$ cat src/rtl/tsni_pkg.sv
// tsni_pkg: types and constants for the TLS ClientHello server-name locator.
// Used by the interfaces, the parser, the result register and the top level.
package tsni_pkg;

    localparam int STATUS_BITS = 3;
    localparam int FIELD_BITS  = 16;
    localparam int SKIP_BITS   = 17;

    typedef enum logic [3:0] {
        PH_HEADER    = 4'd0,
        PH_SKIP      = 4'd1,
        PH_TYPE      = 4'd2,
        PH_SID       = 4'd3,
        PH_CS_HI     = 4'd4,
        PH_CS_LO     = 4'd5,
        PH_ET_HI     = 4'd6,
        PH_ET_LO     = 4'd7,
        PH_EL_HI     = 4'd8,
        PH_EL_LO     = 4'd9,
        PH_NAME_TYPE = 4'd10,
        PH_HL_HI     = 4'd11,
        PH_HL_LO     = 4'd12,
        PH_HOST      = 4'd13
    } t_phase;

    typedef enum logic [STATUS_BITS-1:0] {
        ST_FOUND     = 3'd0,
        ST_NOT_HELLO = 3'd1,
        ST_TRUNC     = 3'd2,
        ST_NO_SNI    = 3'd3,
        ST_BAD_TYPE  = 3'd4
    } t_status;

    typedef struct packed {
        logic                  emit;
        t_status               status;
        logic [FIELD_BITS-1:0] name_offset;
        logic [FIELD_BITS-1:0] name_length;
    } t_result;

    localparam logic [7:0]           CLIENT_HELLO     = 8'h01;
    localparam logic [7:0]           NAME_TYPE_HOST   = 8'h00;
    localparam logic [7:0]           EXT_SERVER_NAME  = 8'h00;
    localparam logic [SKIP_BITS-1:0] HEADER_BYTES     = 17'd5;
    localparam logic [SKIP_BITS-1:0] FIXED_PART_SKIP  = 17'd37;
    localparam logic [SKIP_BITS-1:0] COMP_EXTLEN_SKIP = 17'd4;
    localparam logic [SKIP_BITS-1:0] SNI_LISTLEN_SKIP = 17'd4;

endpackage

$ cat src/rtl/tsni_if.sv
// tsni_if: valid/ready channels for record bytes and locator results.
// Depends on tsni_pkg for field widths.
interface tsni_byte_if;
    logic       valid;
    logic       ready;
    logic [7:0] data_byte;
    logic       last_byte;

    modport source (output valid, output data_byte, output last_byte, input ready);
    modport sink   (input valid, input data_byte, input last_byte, output ready);
endinterface

interface tsni_result_if;
    logic                              valid;
    logic                              ready;
    logic [tsni_pkg::STATUS_BITS-1:0]  status;
    logic [tsni_pkg::FIELD_BITS-1:0]   name_offset;
    logic [tsni_pkg::FIELD_BITS-1:0]   name_length;

    modport source (output valid, output status, output name_offset,
                    output name_length, input ready);
    modport sink   (input valid, input status, input name_offset,
                    input name_length, output ready);
endinterface

$ cat src/rtl/tls_client_hello_sni_locator_top.sv
// tls_client_hello_sni_locator_top: TLS ClientHello server-name locator.
// Depends on tsni_pkg, tsni_if, tsni_parser and tsni_out_reg.
//
// Usage:
//   i_byte carries one record byte per item (data_byte, last_byte marks the
//   final byte). o_result carries one item per record: status, name_offset
//   and name_length (offset counted from the first header byte).
//   A result appears the cycle after the byte that decides it: the handshake
//   type byte, the name type byte, the low byte of a zero hostname length,
//   the last hostname byte, or the last byte of the record. Bytes after a
//   decided result are consumed and ignored. Throughput is one byte per cycle;
//   the parse state advances in a single registered step per byte, and the
//   result register frees itself in the same cycle it is taken.
//   When o_result stalls with a result held, i_byte.ready drops until the
//   result is taken; bytes that decide nothing still need that slot free.
//   Reset (synchronous, active low) returns the parser to the record header
//   and empties the result register. The last byte of a record also resets
//   the parser for the next record.
module tls_client_hello_sni_locator_top #(
    parameter int POSITION_BITS = 16
) (
    input  logic          i_clk,
    input  logic          i_rst_n,
    tsni_byte_if.sink     i_byte,
    tsni_result_if.source o_result
);
    import tsni_pkg::*;

    t_result res;
    logic    can_load;
    logic    accept;

    assign i_byte.ready = can_load;
    assign accept       = i_byte.valid && can_load;

    tsni_parser #(
        .POSITION_BITS(POSITION_BITS)
    ) u_parser (
        .i_clk       (i_clk),
        .i_rst_n     (i_rst_n),
        .i_accept    (accept),
        .i_data_byte (i_byte.data_byte),
        .i_last_byte (i_byte.last_byte),
        .o_res       (res)
    );

    tsni_out_reg u_out_reg (
        .i_clk      (i_clk),
        .i_rst_n    (i_rst_n),
        .i_load     (accept && res.emit),
        .i_res      (res),
        .o_can_load (can_load),
        .o_result   (o_result)
    );

endmodule

$ cat src/rtl/tsni_parser.sv
// tsni_parser: per-byte parse state machine and result decision.
// Depends on tsni_pkg; advances only on accepted bytes.
module tsni_parser #(
    parameter int POSITION_BITS = 16
) (
    input  logic              i_clk,
    input  logic              i_rst_n,
    input  logic              i_accept,
    input  logic [7:0]        i_data_byte,
    input  logic              i_last_byte,
    output tsni_pkg::t_result o_res
);
    import tsni_pkg::*;

    localparam int EXT_BITS = (POSITION_BITS > FIELD_BITS) ? POSITION_BITS : FIELD_BITS;

    t_phase                   r_phase, n_phase;
    logic [POSITION_BITS-1:0] r_pos, n_pos;
    logic [SKIP_BITS-1:0]     r_skip, n_skip;
    logic [7:0]               r_lhb, n_lhb;
    logic                     r_given, n_given;
    logic [FIELD_BITS-1:0]    r_held, n_held;

    t_phase                   step_phase;
    logic [SKIP_BITS-1:0]     step_skip;
    logic [7:0]               step_lhb;
    logic [FIELD_BITS-1:0]    step_held;
    logic                     step_given;
    logic [SKIP_BITS-1:0]     dec_skip;
    logic [FIELD_BITS-1:0]    word;
    logic [EXT_BITS-1:0]      pos_ext;
    logic [FIELD_BITS-1:0]    pos16;
    t_result                  res;

    assign dec_skip = (r_skip != '0) ? r_skip - 17'd1 : r_skip;
    assign word     = {r_lhb, i_data_byte};
    assign pos_ext  = EXT_BITS'(r_pos);
    assign pos16    = pos_ext[FIELD_BITS-1:0];

    // next state
    always_comb begin
        step_phase = r_phase;
        step_skip  = r_skip;
        step_lhb   = r_lhb;
        step_held  = r_held;
        step_given = r_given;
        if (!r_given) begin
            unique case (r_phase)
                PH_HEADER: begin
                    step_skip = dec_skip;
                    if (dec_skip == '0) step_phase = PH_TYPE;
                end
                PH_SKIP: begin
                    step_skip = dec_skip;
                    if (dec_skip == '0) step_phase = t_phase'(r_lhb[3:0]);
                end
                PH_TYPE: begin
                    if (i_data_byte != CLIENT_HELLO) begin
                        step_given = 1'b1;
                    end else begin
                        step_skip  = FIXED_PART_SKIP;
                        step_lhb   = 8'(PH_SID);
                        step_phase = PH_SKIP;
                    end
                end
                PH_SID: begin
                    if (i_data_byte == 8'd0) begin
                        step_phase = PH_CS_HI;
                    end else begin
                        step_skip  = SKIP_BITS'(i_data_byte);
                        step_lhb   = 8'(PH_CS_HI);
                        step_phase = PH_SKIP;
                    end
                end
                PH_CS_HI, PH_ET_HI, PH_EL_HI, PH_HL_HI: begin
                    step_lhb   = i_data_byte;
                    step_phase = t_phase'(r_phase + 4'd1);
                end
                PH_CS_LO: begin
                    step_skip  = SKIP_BITS'(word) + COMP_EXTLEN_SKIP;
                    step_lhb   = 8'(PH_ET_HI);
                    step_phase = PH_SKIP;
                end
                PH_ET_LO: begin
                    if (r_lhb == EXT_SERVER_NAME && i_data_byte == EXT_SERVER_NAME) begin
                        step_skip  = SNI_LISTLEN_SKIP;
                        step_lhb   = 8'(PH_NAME_TYPE);
                        step_phase = PH_SKIP;
                    end else begin
                        step_phase = PH_EL_HI;
                    end
                end
                PH_EL_LO: begin
                    if (word == '0) begin
                        step_phase = PH_ET_HI;
                    end else begin
                        step_skip  = SKIP_BITS'(word);
                        step_lhb   = 8'(PH_ET_HI);
                        step_phase = PH_SKIP;
                    end
                end
                PH_NAME_TYPE: begin
                    if (i_data_byte != NAME_TYPE_HOST) step_given = 1'b1;
                    else step_phase = PH_HL_HI;
                end
                PH_HL_LO: begin
                    if (word == '0) begin
                        step_given = 1'b1;
                    end else begin
                        step_held  = word;
                        step_skip  = SKIP_BITS'(word);
                        step_phase = PH_HOST;
                    end
                end
                PH_HOST: begin
                    step_skip = dec_skip;
                    if (dec_skip == '0) step_given = 1'b1;
                end
                default: step_phase = PH_HEADER;
            endcase
        end

        if (i_last_byte) begin
            n_phase = PH_HEADER;
            n_pos   = '0;
            n_skip  = HEADER_BYTES;
            n_lhb   = '0;
            n_given = 1'b0;
            n_held  = '0;
        end else begin
            n_phase = step_phase;
            n_pos   = (r_pos != '1) ? r_pos + POSITION_BITS'(1) : r_pos;
            n_skip  = step_skip;
            n_lhb   = step_lhb;
            n_given = step_given;
            n_held  = step_held;
        end
    end

    // result decision
    always_comb begin
        res = '0;
        if (!r_given) begin
            unique case (r_phase)
                PH_TYPE: begin
                    if (i_data_byte != CLIENT_HELLO) begin
                        res.emit   = 1'b1;
                        res.status = ST_NOT_HELLO;
                    end
                end
                PH_NAME_TYPE: begin
                    if (i_data_byte != NAME_TYPE_HOST) begin
                        res.emit   = 1'b1;
                        res.status = ST_BAD_TYPE;
                    end
                end
                PH_HL_LO: begin
                    if (word == '0) begin
                        res.emit        = 1'b1;
                        res.status      = ST_FOUND;
                        res.name_offset = pos16 + 16'd1;
                    end
                end
                PH_HOST: begin
                    if (dec_skip == '0) begin
                        res.emit        = 1'b1;
                        res.status      = ST_FOUND;
                        res.name_offset = pos16 + 16'd1 - r_held;
                        res.name_length = r_held;
                    end
                end
                default: res = '0;
            endcase
        end
        if (i_last_byte && !step_given) begin
            res.emit   = 1'b1;
            res.status = (step_phase == PH_ET_HI) ? ST_NO_SNI : ST_TRUNC;
        end
    end

    assign o_res = res;

    always_ff @(posedge i_clk) begin
        if (!i_rst_n) begin
            r_phase <= PH_HEADER;
            r_pos   <= '0;
            r_skip  <= HEADER_BYTES;
            r_lhb   <= '0;
            r_given <= 1'b0;
            r_held  <= '0;
        end else if (i_accept) begin
            r_phase <= n_phase;
            r_pos   <= n_pos;
            r_skip  <= n_skip;
            r_lhb   <= n_lhb;
            r_given <= n_given;
            r_held  <= n_held;
        end
    end

endmodule

$ cat src/rtl/tsni_out_reg.sv
// tsni_out_reg: result register that drives the result channel.
// Depends on tsni_pkg and tsni_if; frees itself when the result is taken.
module tsni_out_reg (
    input  logic              i_clk,
    input  logic              i_rst_n,
    input  logic              i_load,
    input  tsni_pkg::t_result i_res,
    output logic              o_can_load,
    tsni_result_if.source     o_result
);
    import tsni_pkg::*;

    logic    r_valid;
    t_result r_res;

    assign o_can_load = !r_valid || o_result.ready;

    always_ff @(posedge i_clk) begin
        if (!i_rst_n) begin
            r_valid <= 1'b0;
        end else if (i_load) begin
            r_valid <= 1'b1;
        end else if (o_result.ready) begin
            r_valid <= 1'b0;
        end
    end

    always_ff @(posedge i_clk) begin
        if (i_load) begin
            r_res <= i_res;
        end
    end

    assign o_result.valid       = r_valid;
    assign o_result.status      = r_res.status;
    assign o_result.name_offset = r_res.name_offset;
    assign o_result.name_length = r_res.name_length;

endmodule

$ cat src/flat_wrapper.sv
// flat-port wrapper written by rule: the top's interface ports become plain ports
module tls_client_hello_sni_locator_top_flat import tsni_pkg::*;
#(
    parameter int POSITION_BITS = 16
)
  (i_clk, i_rst_n, i_byte_valid, i_byte_data_byte, i_byte_last_byte, i_byte_ready, o_result_valid, o_result_status, o_result_name_offset, o_result_name_length, o_result_ready);
  tsni_byte_if i_byte_i ();
  tsni_result_if o_result_i ();
  input  logic i_clk;
  input  logic i_rst_n;
  input wire logic [$bits(i_byte_i.valid)-1:0] i_byte_valid;
  input wire logic [$bits(i_byte_i.data_byte)-1:0] i_byte_data_byte;
  input wire logic [$bits(i_byte_i.last_byte)-1:0] i_byte_last_byte;
  output wire logic [$bits(i_byte_i.ready)-1:0] i_byte_ready;
  output wire logic [$bits(o_result_i.valid)-1:0] o_result_valid;
  output wire logic [$bits(o_result_i.status)-1:0] o_result_status;
  output wire logic [$bits(o_result_i.name_offset)-1:0] o_result_name_offset;
  output wire logic [$bits(o_result_i.name_length)-1:0] o_result_name_length;
  input wire logic [$bits(o_result_i.ready)-1:0] o_result_ready;
  assign i_byte_i.valid = i_byte_valid;
  assign i_byte_i.data_byte = i_byte_data_byte;
  assign i_byte_i.last_byte = i_byte_last_byte;
  assign i_byte_ready = i_byte_i.ready;
  assign o_result_valid = o_result_i.valid;
  assign o_result_status = o_result_i.status;
  assign o_result_name_offset = o_result_i.name_offset;
  assign o_result_name_length = o_result_i.name_length;
  assign o_result_i.ready = o_result_ready;
  tls_client_hello_sni_locator_top #(.POSITION_BITS(POSITION_BITS)) u_core (.i_clk(i_clk), .i_rst_n(i_rst_n), .i_byte(i_byte_i), .o_result(o_result_i));
endmodule
$ cat config.mk
export PLATFORM = sky130hd
export DESIGN_NAME = tls_client_hello_sni_locator_top_flat
export DESIGN_NICKNAME = d
export VERILOG_FILES = /design/src/rtl/tsni_pkg.sv /design/src/rtl/tsni_if.sv /design/src/rtl/tls_client_hello_sni_locator_top.sv /design/src/rtl/tsni_parser.sv /design/src/rtl/tsni_out_reg.sv /design/src/flat_wrapper.sv
export SDC_FILE = /design/constraint.sdc
export NUM_CORES = 1
export LEC_CHECK = 0
export BUFFER_PORTS_ARGS = -buffer_cell sky130_fd_sc_hd__buf_2
export CAP_MARGIN = 20
export CORE_MARGIN = 2
export CORE_UTILIZATION = 57
export DETAILED_ROUTE_END_ITERATION = 8
export GPL_ROUTABILITY_DRIVEN = 0
export PLACE_DENSITY = 0.76
export SLEW_MARGIN = 10
export SYNTH_ARGS = -nofsm -noshare
export SYNTH_HDL_FRONTEND = slang
export SYNTH_SLANG_ARGS = --single-unit
export TNS_END_PERCENT = 1
$ cat constraint.sdc
create_clock -name i_clk -period 10.5 [get_ports i_clk]
set_input_delay 0 -clock i_clk [delete_from_list [all_inputs] [get_ports i_clk]]
set_output_delay 0 -clock i_clk [all_outputs]
set_load 0.005 [all_outputs]
==> results.txt, run 1 <==
TritonCTS built the clock tree. By area, the combinational part of the netlist is dominated by simple AND/OR/NAND/NOR gates. The layout overhead on the synthesized area is 9.41%.

For this configuration, the core starts out at a cell density of 0.583. The area taken by flip-flops and latches is 0.00231 mm^2. Synthesis handed over a netlist of 827 instances. The count of distinct cell types in the synthesized netlist came out at 76. The area of the mapped netlist came out at 0.00663 mm^2. The sequential share of the synthesized area is 0.349. Synthesis inferred 98 register bits. During I/O placement, the number of pins put on the boundary was 50. The sum of negative setup slack came out at 0 ns. STA classifies the critical path startpoint as a flip-flop. The share of the clock period used by the worst path is 0.387. After detailed routing, the average wire length per cell comes to 18.6 um. The global-route wire length before repair is between 20000 and 30000 um. The full die area came out at 0.0125 mm^2.

After clock tree synthesis, the clock-pin slew on the worst setup and hold paths is 0.07 ns. The maximum level of the CTS H-tree is 3. The largest net degree at the start of global routing is 46. The worst hold path stage count is 3.

The multiplexer fraction of the synthesized cell area is 0.00774. By area the synthesized netlist is led by sky130_fd_sc_hd__dfxtp_1 (19%), sky130_fd_sc_hd__edfxtp_1 (16%), sky130_fd_sc_hd__nor2_1 (7.0%). The largest driver fanout on the critical path is 35. The tool flagged a number of max-cap violations equal to 0. Setup repair after global routing left no endpoint under its margin. The final route contains roughly 6600 vias. In the synthesized netlist the dominant register cell turns out to be sky130_fd_sc_hd__dfxtp_1. The category of the worst setup path capture point is a flip-flop.

The compound-cell area share of the yosys netlist came to 0.235. The share of total power dissipated in combinational logic is 0.115. The detailed router finished its first iteration with just under 600 violations. The minimum period implied by the final worst setup slack is 4.07 ns. The post-route DRC violation count is 0. The sequential group share of total power is 0.473. The worst-case IR drop observed on VDD is 0.0927 mV. The core region is around 0.011 mm^2.

The count of clock tree sinks came out at a little under 100. The internal portion of the total power is around 0.65 mW. The clock insertion delay at the later pin of the skew report came out at 0.35 ns. The final layout contains 884 nets. The final wirelength is 18500 um. The share of Yosys cell area claimed by the top area cell type came out at 0.190. Across every metal layer, demand over resource in global routing totals 0.287. From left edge to right edge, the die measures 112 um. The worst clock skew came out at just under 0.009 ns. The signal arrival time at the worst endpoint is 4.07 ns.

The number of enable flip-flop cells after synthesis came out at 35. The count of buffers inserted at the top-level ports is 49. The global route total overflow is 0. The total number of yosys warnings came out at 0. The initial antenna violation count came out at 0. The number of fill cells in the layout came out at approximately 990.

The final number of max-transition violations is 0. The analysis attributes to cell leakage a power of 2.64 nW. The transition at the pin with the smallest max-transition slack came out at between 1 and 1.5 ns.

Dividing total power by cell area gives a power density of 119 mW/mm^2. Timing would allow up to 246 MHz. The count of standard-cell rows came out at 39. Averaged over all synthesized cells, the footprint is 8.01 um^2. The die is 112 um tall. The cell area reported after detailed placement is 0.00690 mm^2.

The async set or reset register ratio after synthesis came out at 0. The adder and majority gate portion of the synthesized area is 0.0483. The number of global-route vias before repair came to 5932. The worst hold margin is 0.0109 ns. The multi-input combinational cell area came out at 0.00400 mm^2. The switching part of the total came out at 0.248. The required time at the endpoint of the critical path is 10.50 ns. The depth of the most critical reg-to-reg path came out at 12. The net count of the mapped netlist came out at approximately 870. Buffers inserted during clock tree synthesis total 9. The min-delay analysis places its worst path in the category primary input to flip-flop. The proportion of power drawn by the clock network came out at 0.412. The count of TritonRoute iterations in the first routing pass came out at 8. The number of antenna diodes in the final layout is 0. Clock tree synthesis selected as its root buffer the cell sky130_fd_sc_hd__clkbuf_16.

The biggest area consumer among synthesized cells is sky130_fd_sc_hd__dfxtp_1. The fraction of the mapped netlist area in simple logic gates is 0.271. The final non-filler cell area came out at 0.00725 mm^2.

Dividing the detail-routed via count by the number of cells gives 6.62. The xor and xnor fraction of the mapped netlist area is 0.0397. The share of layout cells above drive strength 1 is 0.116. The worst setup path is of the flip-flop to flip-flop kind. The sum of net half-perimeters after detailed placement is 13200 um. The number of setup violations in the final report came out at 0.

The switching power of the nets came out at ~0.21 mW. The number of buffers between clock root and the deepest sink is 2. The final number of hold-violating endpoints came to 0.

The remaining number of nets flagged by the antenna check after routing is 0. The flow ran to the end, and the final reports show no timing, DRC or antenna violations. The relative slew slack came out at 0.287.
-- Yosys cell counts (6+ instances only) --
cell type                    n
sky130_fd_sc_hd__a21o_1      6
sky130_fd_sc_hd__a21oi_1    76
sky130_fd_sc_hd__a22oi_1    27
sky130_fd_sc_hd__a31oi_1     7
sky130_fd_sc_hd__and3_1     25
sky130_fd_sc_hd__clkbuf_1   42
sky130_fd_sc_hd__dfxtp_1    63
sky130_fd_sc_hd__edfxtp_1   35
sky130_fd_sc_hd__ha_1       24
sky130_fd_sc_hd__inv_1      31
sky130_fd_sc_hd__nand2_1    62
sky130_fd_sc_hd__nand2b_1    6
sky130_fd_sc_hd__nand3_1    20
sky130_fd_sc_hd__nand4_1     9
sky130_fd_sc_hd__nor2_1    123
sky130_fd_sc_hd__nor2b_1     9
sky130_fd_sc_hd__nor3_1     27
sky130_fd_sc_hd__nor3b_1    14
sky130_fd_sc_hd__nor4_1      6
sky130_fd_sc_hd__o21a_1      7
sky130_fd_sc_hd__o21ai_0    48
sky130_fd_sc_hd__o21ai_1     7
sky130_fd_sc_hd__or2_2       7
sky130_fd_sc_hd__or3_1      10
sky130_fd_sc_hd__xnor2_1    21
sky130_fd_sc_hd__xor2_1      9
-- per-layer routing --
| layer | share of wire | vias to the layer above | GRT usage |
|---|---|---|---|
| li1 | - | 3060 | - |
| met1 | 0.40 | 3116 | 0.366 |
| met2 | 0.48 | 341 | 0.482 |
| met3 | 0.074 | 59 | 0.0338 |
| met4 | 0.039 | 0 | 0.145 |
| met5 | 0 | - | 0 |
-- final cells by class --
cell class	count	area share
Tap cell	143	0.0247
Multi-Input combinational cell	646	0.551
Timing Repair Buffer	59	0.0456
Sequential cell	98	0.319
Clock buffer	11	0.0321
Clock inverter	5	0.0109
Inverter	32	0.0166
-- sequential cells by signal (all words and copies together), names as in the netlist --
signal	cells
u_core.u_out_reg.o_result.valid	1
u_core.u_parser.r_lhb	8
u_core.u_out_reg.o_result.status	3
u_core.u_parser.r_skip	17
u_core.u_parser.r_phase	4
u_core.u_parser.pos16	16
u_core.u_out_reg.o_result.name_length	16
u_core.u_out_reg.o_result.name_offset	16
u_core.u_parser.r_given	1
u_core.u_parser.r_held	16
-- power groups by stage --
stage	Clock [mW]	Combinational [mW]	Sequential [mW]
2_1_floorplan	0	0.0682	0.414
3_3_place_gp	0	0.0921	0.415
3_5_place_dp	0	0.0951	0.415
4_1_cts	0.357	0.0961	0.407
5_1_grt	0.373	0.108	0.407
6_report	0.354	0.0992	0.407
-- worst max-delay path, cell delays in order (launching register included) --
cell	delay [ns]
sky130_fd_sc_hd__dfxtp_1	0.35
sky130_fd_sc_hd__inv_1	0.12
sky130_fd_sc_hd__ha_1	0.21
sky130_fd_sc_hd__or4b_1	0.53
sky130_fd_sc_hd__nor4_4	0.41
sky130_fd_sc_hd__mux2i_1	0.28
sky130_fd_sc_hd__nand4_2	0.17
sky130_fd_sc_hd__a2111oi_4	0.31
sky130_fd_sc_hd__buf_4	0.37
sky130_fd_sc_hd__or3_1	0.26
sky130_fd_sc_hd__nor2_1	0.10
sky130_fd_sc_hd__nor3_2	0.16
sky130_fd_sc_hd__buf_4	0.40
-- kinds of logic after synthesis --
logic type,Yosys count
mux,5
simple gates,350
buf+inv,83
compound gates,236
xor+xnor,30
fa+ha+maj,25
flops,98
-- final timing paths --
path                                                             start                                                      to  slack (ns)
worst min-delay path                               i_byte_data_byte[5]                   u_core.u_parser.r_lhb[5]$_SDFFE_PN0P_        0.01
worst min register to register  u_core.u_parser.pos16[10]$_SDFFE_PN0P_                  u_core.u_parser.pos16[10]$_SDFFE_PN0P_        0.54
worst max-delay path            u_core.u_parser.r_skip[0]$_SDFFE_PN1P_  u_core.u_out_reg.o_result.name_length[5]$_SDFFCE_PP0P_        6.43
worst max register to register  u_core.u_parser.r_skip[0]$_SDFFE_PN1P_  u_core.u_out_reg.o_result.name_length[5]$_SDFFCE_PP0P_        6.43
-- layout by cell type (no fill, tap or decap), types with 10 or more instances in the layout --
master / instances
sky130_fd_sc_hd__and3_1: 25
sky130_fd_sc_hd__inv_1: 31
sky130_fd_sc_hd__o21ai_0: 48
sky130_fd_sc_hd__a22oi_1: 27
sky130_fd_sc_hd__dfxtp_1: 63
sky130_fd_sc_hd__nor3b_1: 14
sky130_fd_sc_hd__a21oi_1: 76
sky130_fd_sc_hd__edfxtp_1: 35
sky130_fd_sc_hd__nand2_1: 62
sky130_fd_sc_hd__buf_2: 49
sky130_fd_sc_hd__nand3_1: 20
sky130_fd_sc_hd__nor3_1: 26
sky130_fd_sc_hd__or3_1: 10
sky130_fd_sc_hd__ha_1: 24
sky130_fd_sc_hd__xnor2_1: 21
sky130_fd_sc_hd__nor2_1: 123
-- per-stage QoR --
step	std cells	util	total power, mW	worst slack [ns]
2_1_floorplan	827	-	0.483	5.10
3_3_place_gp	974	0.607	0.507	6.72
3_5_place_dp	974	0.607	0.510	6.54
4_1_cts	991	0.635	0.859	6.51
5_1_grt	994	0.638	0.888	6.14
6_report	994	0.638	0.860	6.43
-- repair_timing --
action,4_1_cts,5_1_grt
buffers inserted,0,0
endpoints found under the setup margin,0,0
hold buffers,1,0
gates resized for setup,0,0
hold endpoints to repair,2,0
Note: power is estimated with default switching activity, not from simulation.
==> run 2, diff against run 1 <==
==> constraint.sdc (replaced) <==
create_clock -name i_clk -period 4.2 [get_ports i_clk]
set_input_delay 0 -clock i_clk [delete_from_list [all_inputs] [get_ports i_clk]]
set_output_delay 0 -clock i_clk [all_outputs]
set_load 0.005 [all_outputs]
==> results.txt, run 2 (same netlist as run 1, synthesis figures left out) <==
The number of max-cap violations is 0. The critical path is of the flip-flop to flip-flop type. The number of global-route vias before repair came to 5932.

Measured on the finished design, the core utilization comes to 0.641. The count of buffers inserted at the top-level ports came out at 49. Summed over all failing endpoints, the final setup total negative slack is 0 ns. The clock input transition at the sequential cells of the worst setup and hold paths came out at 0.07 ns. The layout overhead on the synthesized area is 10.1%.

The number of setup violations in the final report came out at 0. The final wirelength came out at 18400 um. The switching power of the nets is approximately 0.57 mW. The number of buffers added for setup after CTS is 0. The count of clock tree sinks came out at slightly below 100. The tightest hold path in the finished design has a slack of 0.0443 ns.

In the layout the commonest cells are sky130_fd_sc_hd__nor2_1 (123), sky130_fd_sc_hd__a21oi_1 (76), sky130_fd_sc_hd__dfxtp_1 (63). The ratio of routed vias to standard cells came out at 6.45. The floorplan step set the die height to 112 um.

The final number of hold-violating endpoints is 0. Power spread over the standard cell area amounts to approximately 290 mW/mm^2. The HPWL after detailed placement is 13200 um. The largest net degree at the start of global routing came out at 61. The nature of the critical path startpoint is a flip-flop.

CTS built an H-tree with a depth of 3. In this run the worst path has a maximum fanout of 5. The switching part of the total came out at 0.275. The required time at the endpoint of the critical path is 4.45 ns.

The share of layout cells above drive strength 1 came out at 0.122. The static power due to leakage came out at around 2.7 nW. The remaining number of nets flagged by the antenna check after routing is 0.

Setup repair after global routing left no endpoint under its margin. The final antenna diode count is 0. The clock arrives with 0.00590 ns of skew. The count of cells resized by post-cts repair is 0.

The proportion of power drawn by the clock network is 0.392. The clock passes through at most 2 buffers. The initial antenna violation count came out at 0. Of the total power, combinational logic draws 0.120. The violation count after the first detailed-route iteration came out at between 700 and 800. The highest ir drop seen on vdd came out at 0.210 mV.

The global-route usage over all layers came out at 0.289. The count of TritonRoute iterations in the first routing pass came out at 5. The root buffer cell is sky130_fd_sc_hd__clkbuf_16. Headroom to the max-slew limit came out at 0.394.

The full die area is 0.0125 mm^2. The routed layout has 6467 vias. The later pin in the worst-skew pair is clocked with a latency of 0.36 ns. The highest clock rate is 266 MHz. The area of the core region came out at 0.0114 mm^2. The total internal power came out at roughly 1.5 mW. The post-route DRC violation count is 0. The flip-flop count of the largest register after layout is 17. The number of top-level pins is 50. The placement-stage worst setup slack is 0.524 ns. The share of total power dissipated in sequential elements is 0.488. The detail-routed net length per standard cell is 18.3 um. Global routing finished with a remaining overflow of 0. The worst path in the final design needs a cycle of 3.77 ns, including I/O delays and setup. The floorplan has 39 rows. The final number of max-transition violations is 0. The number of clock buffers inserted by TritonCTS is 9. The worst hold path belongs to the class primary input to flip-flop. The die is 112 um wide. The global-route wire length before repair is around 30000 um. The library cell used most frequently in the layout, excluding fill and tap cells, is sky130_fd_sc_hd__nor2_1. The final worst-path setup slack is 0.435 ns. The final net count is 892. The transition at the pin with the smallest max-transition slack came out at 0.909 ns. The worst setup path is captured at a flip-flop. TritonCTS built the clock tree. Ranked by flip-flop count, first place goes to u_core.u_parser.r_skip. The signal arrival time at the worst endpoint came out at ~4 ns. Dividing the final minimum period by the clock period gives 0.896. The effective utilization at floorplan is 0.583.

The number of hold buffers added after CTS was 5. The run finished with clean final reports.
==> run 2: routing by layer <==
metal / GRT usage / up-vias / part of all wire
met5: 0 / - / 0
met4: 0.120 / 0 / 0.028
met3: 0.0354 / 34 / 0.061
met2: 0.478 / 290 / 0.48
met1: 0.385 / 3069 / 0.43
li1: - / 3074 / -
==> run 2: critical path, stage by stage (launching register included) <==
cell and delay [ns]:
sky130_fd_sc_hd__dfxtp_1 0.35, sky130_fd_sc_hd__inv_1 0.12, sky130_fd_sc_hd__ha_1 0.23, sky130_fd_sc_hd__or3b_2 0.50
sky130_fd_sc_hd__nor2_1 0.38, sky130_fd_sc_hd__a21oi_1 0.18, sky130_fd_sc_hd__o31ai_4 0.34, sky130_fd_sc_hd__a2111oi_4 0.16
sky130_fd_sc_hd__or3_1 0.46, sky130_fd_sc_hd__nor2_1 0.24, sky130_fd_sc_hd__o22ai_1 0.12, sky130_fd_sc_hd__dlygate4sd3_1 0.58
==> run 2: final timing paths <==
check	start	end	slack, ns	cells past startpoint
worst max-delay path	u_core.u_parser.r_skip[0]$_SDFFE_PN1P_	u_core.u_out_reg.o_result.valid$_SDFFE_PN0P_	0.43	11
worst min-delay path	i_byte_data_byte[7]	u_core.u_parser.r_lhb[7]$_SDFFE_PN0P_	0.04	3
worst max register to register	u_core.u_parser.r_skip[0]$_SDFFE_PN1P_	u_core.u_out_reg.o_result.valid$_SDFFE_PN0P_	0.43	11
worst min register to register	u_core.u_parser.r_skip[14]$_SDFFE_PN0P_	u_core.u_parser.r_skip[14]$_SDFFE_PN0P_	0.51	2
==> run 2: through the flow <==
step                std cells  power (mW)  area, um^2
floorplan                 827        1.21        6640
global placement          979        1.27        6940
detailed placement        979        1.28        6940
CTS                      1000        2.08        7280
global route             1002        2.16        7290
finish                   1002        2.08        7290
==> run 2: power by group through the flow <==
stage | Combinational, mW | Sequential (mW) | Clock (mW)
floorplan | 0.172 | 1.03 | 0
global placement | 0.234 | 1.04 | 0
detailed placement | 0.240 | 1.04 | 0
CTS | 0.244 | 1.02 | 0.819
global route | 0.273 | 1.02 | 0.868
finish | 0.250 | 1.02 | 0.815
==> run 2: final cells by class <==
type / instances / area [um^2]
clock buffers: 9 / 225
clock inverters: 7 / 61.3
fillers: 953 / 4080
inverters: 32 / 120
multi-input cells: 646 / 4000
flip-flops and latches: 98 / 2310
well taps: 143 / 179
repair buffers: 67 / 393
